$ cat config.mk
export PLATFORM = sky130hd
export DESIGN_NAME = c8_alu
export DESIGN_NICKNAME = d
export VERILOG_FILES = /design/src/design/c8_pkg.sv /design/src/design/c8_alu.sv
export SDC_FILE = /design/constraint.sdc
export NUM_CORES = 1
export LEC_CHECK = 0
export BUFFER_PORTS_ARGS = -buffer_cell sky130_fd_sc_hd__buf_2
export CORE_MARGIN = 3
export CORE_UTILIZATION = 60
export DETAILED_ROUTE_END_ITERATION = 7
export PLACE_DENSITY = 0.84
export SLEW_MARGIN = 10
export SYNTH_ARGS = -nofsm -noshare
export SYNTH_HDL_FRONTEND = slang
export SYNTH_SLANG_ARGS = --single-unit
$ cat constraint.sdc
create_clock -name vclk -period 5.48
set_clock_uncertainty 0.1 [all_clocks]
set_input_delay 0.548 -clock vclk [all_inputs]
set_output_delay 0.548 -clock vclk [all_outputs]
set_load 0.02 [all_outputs]
$ cat src/design/c8_pkg.sv
// ----------------------------------------------------------------------------
// c8_pkg: shared types and constants
// Field widths, command and status codes, and the memory request type.
// ----------------------------------------------------------------------------
package c8_pkg;

  localparam int MEM_BYTES     = 4096;
  localparam int STACK_DEPTH   = 16;
  localparam int SCREEN_WIDTH  = 64;
  localparam int SCREEN_HEIGHT = 32;

  localparam int AW  = 12;
  localparam int RW  = 5;
  localparam int SPW = 5;
  localparam int SIW = 4;

  localparam logic [AW-1:0] PC_RESET = 12'h200;

  localparam logic [2:0] CMD_LOAD  = 3'd0;
  localparam logic [2:0] CMD_EXEC  = 3'd1;
  localparam logic [2:0] CMD_TICK  = 3'd2;
  localparam logic [2:0] CMD_ROW   = 3'd3;
  localparam logic [2:0] CMD_READ  = 3'd4;

  localparam logic [1:0] ST_OK    = 2'd0;
  localparam logic [1:0] ST_UNK   = 2'd1;
  localparam logic [1:0] ST_WAIT  = 2'd2;
  localparam logic [1:0] ST_STACK = 2'd3;

  // Bundle handed from the sequencer to the RAM wrapper
  typedef struct packed {
    logic          we;
    logic [AW-1:0] addr;
    logic [7:0]    wdata;
  } mem_req_t;

endpackage

$ cat src/design/c8_alu.sv
// ----------------------------------------------------------------------------
// c8_alu: shared 8-bit ALU
// Handles the 8XYn group, add-immediate and the compare for skips.
// ----------------------------------------------------------------------------
module c8_alu
  import c8_pkg::*;
(
  input  logic [3:0] op,
  input  logic [7:0] a,
  input  logic [7:0] b,
  output logic [7:0] res,
  output logic       flag,
  output logic       eq
);

  logic [8:0] sum;
  logic [8:0] dab;
  logic [8:0] dba;

  assign sum = {1'b0, a} + {1'b0, b};
  assign dab = {1'b0, a} - {1'b0, b};
  assign dba = {1'b0, b} - {1'b0, a};
  assign eq  = (a == b);

  always_comb begin
    res  = b;
    flag = 1'b0;
    unique case (op)
      4'h0: res = b;
      4'h1: res = a | b;
      4'h2: res = a & b;
      4'h3: res = a ^ b;
      4'h4: begin res = sum[7:0]; flag = sum[8]; end
      4'h5: begin res = dab[7:0]; flag = ~dab[8]; end
      4'h6: begin res = {1'b0, a[7:1]}; flag = a[0]; end
      4'h7: begin res = dba[7:0]; flag = ~dba[8]; end
      4'hE: begin res = {a[6:0], 1'b0}; flag = a[7]; end
      default: begin res = sum[7:0]; flag = sum[8]; end
    endcase
  end

endmodule

==> Word level (Yosys, flattened, before mapping) <==
Index checks and enable logic that the tools add are counted.
{ "classes": {"bitwise": 5, "n_div": 0, "shift": 0, "order_cmp": 0, "mul": 0, "n_eq_ne": 8, "n_reduce_logical": 2, "mux": 2, "add_sub_neg": 3} }
{ "ops": {"columns": ["cell", "count"], "rows": [
  ["$pmux 8 s8", 1],
  ["$sub 8x8->9", 2],
  ["$eq 4x3->1 const B", 3],
  ["$add 8x8->9", 1],
  ["$and 8x8->8", 1],
  ["$eq 4x2->1 const B", 2],
  ["$eq 8x8->1", 1],
  ["$or 8x8->8", 1],
  ["$xor 8x8->8", 1],
  ["$pmux 1 s5", 1],
  ["$eq 4x1->1 const B", 1],
  ["$eq 4x4->1 const B", 1],
  ["$logic_not 4->1", 1],
  ["$reduce_or 4->1", 1],
  ["$not 1->1", 2]
]} }
{ "word_totals": {"ramBits": 0, "regBits": 0, "latchBits": 0, "rom_bits": 0, "input_bits": 20, "n_memories": 0} }

==> Longest topological paths before layout <==
{ "depth": {"depth_word": 3, "depth_mapped": 10} }

==> Least setup slack after synthesis <==
No wires, ideal clock.
{ "synth_path": {"kind": "input to output", "from": "input port a[4]", "to": "output port flag", "slack_ps": 2444, "cell_stages": 9, "arrival_time_ps": 2388, "n_path_buf": 2, "t_required_ps": 4832, "path_cell_list": "inv_1 > ha_1 > clkbuf_1 > buf_2 > nor4_1 > o21ai_0 > a31oi_1 > a211oi_1 > nor3_1"} }
{ "synth_via": {"elab_chain_len": 3, "word_cells_on_any_way": 6} }
{ "synth_rtl": {"columns": ["item", "line_no", "text"], "rows": [
  ["start: declaration", "c8_alu.sv:9", "input logic [7:0] a,"],
  ["$sub 8x8->9 (on tied branches)", "c8_alu.sv:22, c8_alu.sv:21", null],
  ["$not 1->1 (on tied branches)", "c8_alu.sv:36, c8_alu.sv:34", null],
  ["$pmux 1 s5 (*)", "c8_alu.sv:28", "unique case (op)"],
  ["end: declaration", "c8_alu.sv:12", "output logic flag,"]
]} }
Mark *: on every way between the ends. The rest lies on a longest branch, timed or not.

==> Final worst setup path <==
{ "layout_path": {"from": "input port a[5]", "to": "output port res[6]"} }
{ "layout_via": {"elab_chain_len": 2, "word_cells_on_any_way": 4} }
{ "layout_rtl": {"columns": ["item", "line_no", "text"], "rows": [
  ["$add 8x8->9 (tied with other cells)", "c8_alu.sv:20", "assign sum = {1'b0, a} + {1'b0, b};"],
  ["$pmux 8 s8 (*)", "c8_alu.sv:28", null],
  ["end: declaration", "c8_alu.sv:11", "output logic [7:0] res,"]
]} }
Marked as above.

==> results by group <==
Drt
  • Drt drc: 0
  • Drt pass-1 iters: 5
  • Via count: approximately 2100
  • Post-route ant nets: 0
  • Drt via density: between 6 and 7
  • Post-Route WL: between 5 and 6 mm
  • Detailed Route Iter0 Violations: 195
  • Routed wire per std cell: 15.9 um

Timing
  • Final period utilization: roughly 64%
  • Worst slew margin: about three fifths
  • Actual slew at the worst max-slew pin: 0.620 ns
  • Pins Over Slew Limit: 0
  • Post-route setup slack: 1.97 ns
  • # setup viols final: 0
  • RSZ-0062 raised after global routing: false
  • Final hold violations: 0
  • F_max: 285 MHz
  • Min Tclk post-route: 3.51 ns
  • Final hold slack: between 1.5 and 2 ns
  • Total negative slack: 0 ns

Placed design
  • Area of placed instances: 2050 um2
  • Post-DP HPWL: ~4 mm
  • Worst slack, placed: 2.02 ns
  • Gp weighted congestion: 0.968
  • Port bufs: 30

Yosys
  • Sequential area share after synthesis: 0%
  • Synth top cells by count: 33 x inv_1, 32 x ha_1, 24 x a21oi_1, 22 x nor2_1, 17 x nand2_1
  • Post-Syn Area: 1950 um2
  • Yosys warns: 0
  • Post-synth top area cell: ha_1
  • Top-area cell type share of the netlist area: 20.6%
  • Syn nets: 332
  • Mean Syn Cell Area: 7.03 um2
  • Top-count cell post-synth: inv_1
  • Cells after synthesis: 277
  • Synth top area cells: ha_1 21%, inv_1 6.4%, a21oi_1 6.2%
  • Netlist cell types: 59

Global routing
  • Largest net degree at the start of global routing: 31
  • Global-route met3 utilization: 1.44%
  • Top Usage Layer GRT: met2
  • Routing usage on met1: 38.1%
  • Overflow after GRT: 0
  • Met2 usage: 43.6%
  • Total Routing Usage GR: 26.2%
  • Initial antenna violation count: 0
  • Vias in the first global route: 1884
  • First-pass GRT wire length: slightly below 9 mm

Worst setup path
  • CP dominant cell by count: buf_2
  • Top Family by Delay on Critical Path: compound AO/OA/AOI/OAI gates
  • CP Buf/Inv Count: 3
  • CP Capture Type: output port
  • Setup CP Type: input port to output port
  • CP max stage cell: ha_1
  • Worst-path fanout max: 15
  • Crit path cell chain: buf_2, inv_1, ha_1, or3b_1, a21oi_1, a41oi_1, and3_1, a221o_1, a22oi_1, buf_2
  • Critical path arrival: 2.87 ns
  • Startpoint Class: input port
  • Crit-path max cell delay: 0.57 ns
  • Worst Path Required: 4.83 ns

Die
  • Die footprint: 3970 um2
  • Core ar.: 3080 um2
  • I/O pin total: 30
  • Initial core utilization: a little over three fifths
  • Die width: around 63 um
  • Die height: 63.0 um
  • Row count: 20

Clock network
  • PostCTS Resize Cnt: 0
  • Buffer count from post-CTS setup fixing: 0
  • Cts hold-fix bufs: 0

Layout
  • Clk_buf instances: 0
  • Nets: 347
  • FF/Latch Area: 0 um2
  • Area Growth Syn to Fin: 5.40%
  • N_diodes: 0
  • Layout cells sized above 1: between 10 and 15%
  • FFs & Latches: 0
  • Design area: 2050 um2

Min path
  • Hold Crit Class: input port to output port

Run status
  • Outcome: complete, no violations

Power and ir drop
  • Cell Pwr Density: ~100 nW/um2
  • Leakage: a little under 1 nW
  • Worst-case vdd ir drop: roughly 0.049 mV

Flow run
  • Max Cap Viol: 0
-- metrics by stage --
stage	util, %	power (mW)	cells
floorplan	-	0.158	277
global placement	66.7	0.205	334
detailed placement	66.7	0.207	334
CTS	66.7	0.208	334
global route	66.7	0.234	334
finish	66.7	0.212	334
-- per-layer routing --
layer | wire length (um) | part of all wire [%] | vias up
met4 | 44 | 0.83 | 0
met3 | 587 | 11 | 6
li1 | - | - | 1022
met2 | 2370 | 45 | 127
met1 | 2310 | 43 | 942
met5 | 0 | 0 | -
-- layout make-up --
type,instances,area (um2)
multi-input combinational,226,1720
tap,44,55.1
timing repair buffer,30,150
fill,294,1020
inverter,34,128
-- power breakdown --
group          leakage, nW  internal [mW]  switching, mW  total (mW)
clock network            0              0              0           0
logic                0.962         0.0817          0.131       0.212
registers                0              0              0           0
total                0.962         0.0817          0.131       0.212
-- layout by cell type (no fill, tap or decap), types with 5 or more instances in the layout --
master / n
nand2b_1: 8
inv_1: 33
ha_1: 32
o21ai_0: 13
buf_2: 30
nor3_1: 11
a22oi_1: 5
nand2_1: 17
nor2b_1: 5
nor2_1: 22
a21oi_1: 24
mux2i_1: 8
-- final timing paths --
| kind | end | slack [ns] | cells after the start | from |
|---|---|---|---|---|
| max | res[6] | 1.97 | 10 | a[5] |
| min | res[0] | 1.59 | 3 | op[2] |
-- logic make-up (layout without fill, tap and decap cells) --
group	after synthesis	after routing	share of synthesized area [%]
and+or+nand+nor	89	89	25.0
muxes	12	12	7.77
xor gates and xnor gates	5	5	2.25
buffers and inverters	51	64	11.7
AOI/OAI and AO/OA	85	85	29.7
adders and majority gates	35	35	23.6
No activity file was read; power rests on OpenSTA's default activity.
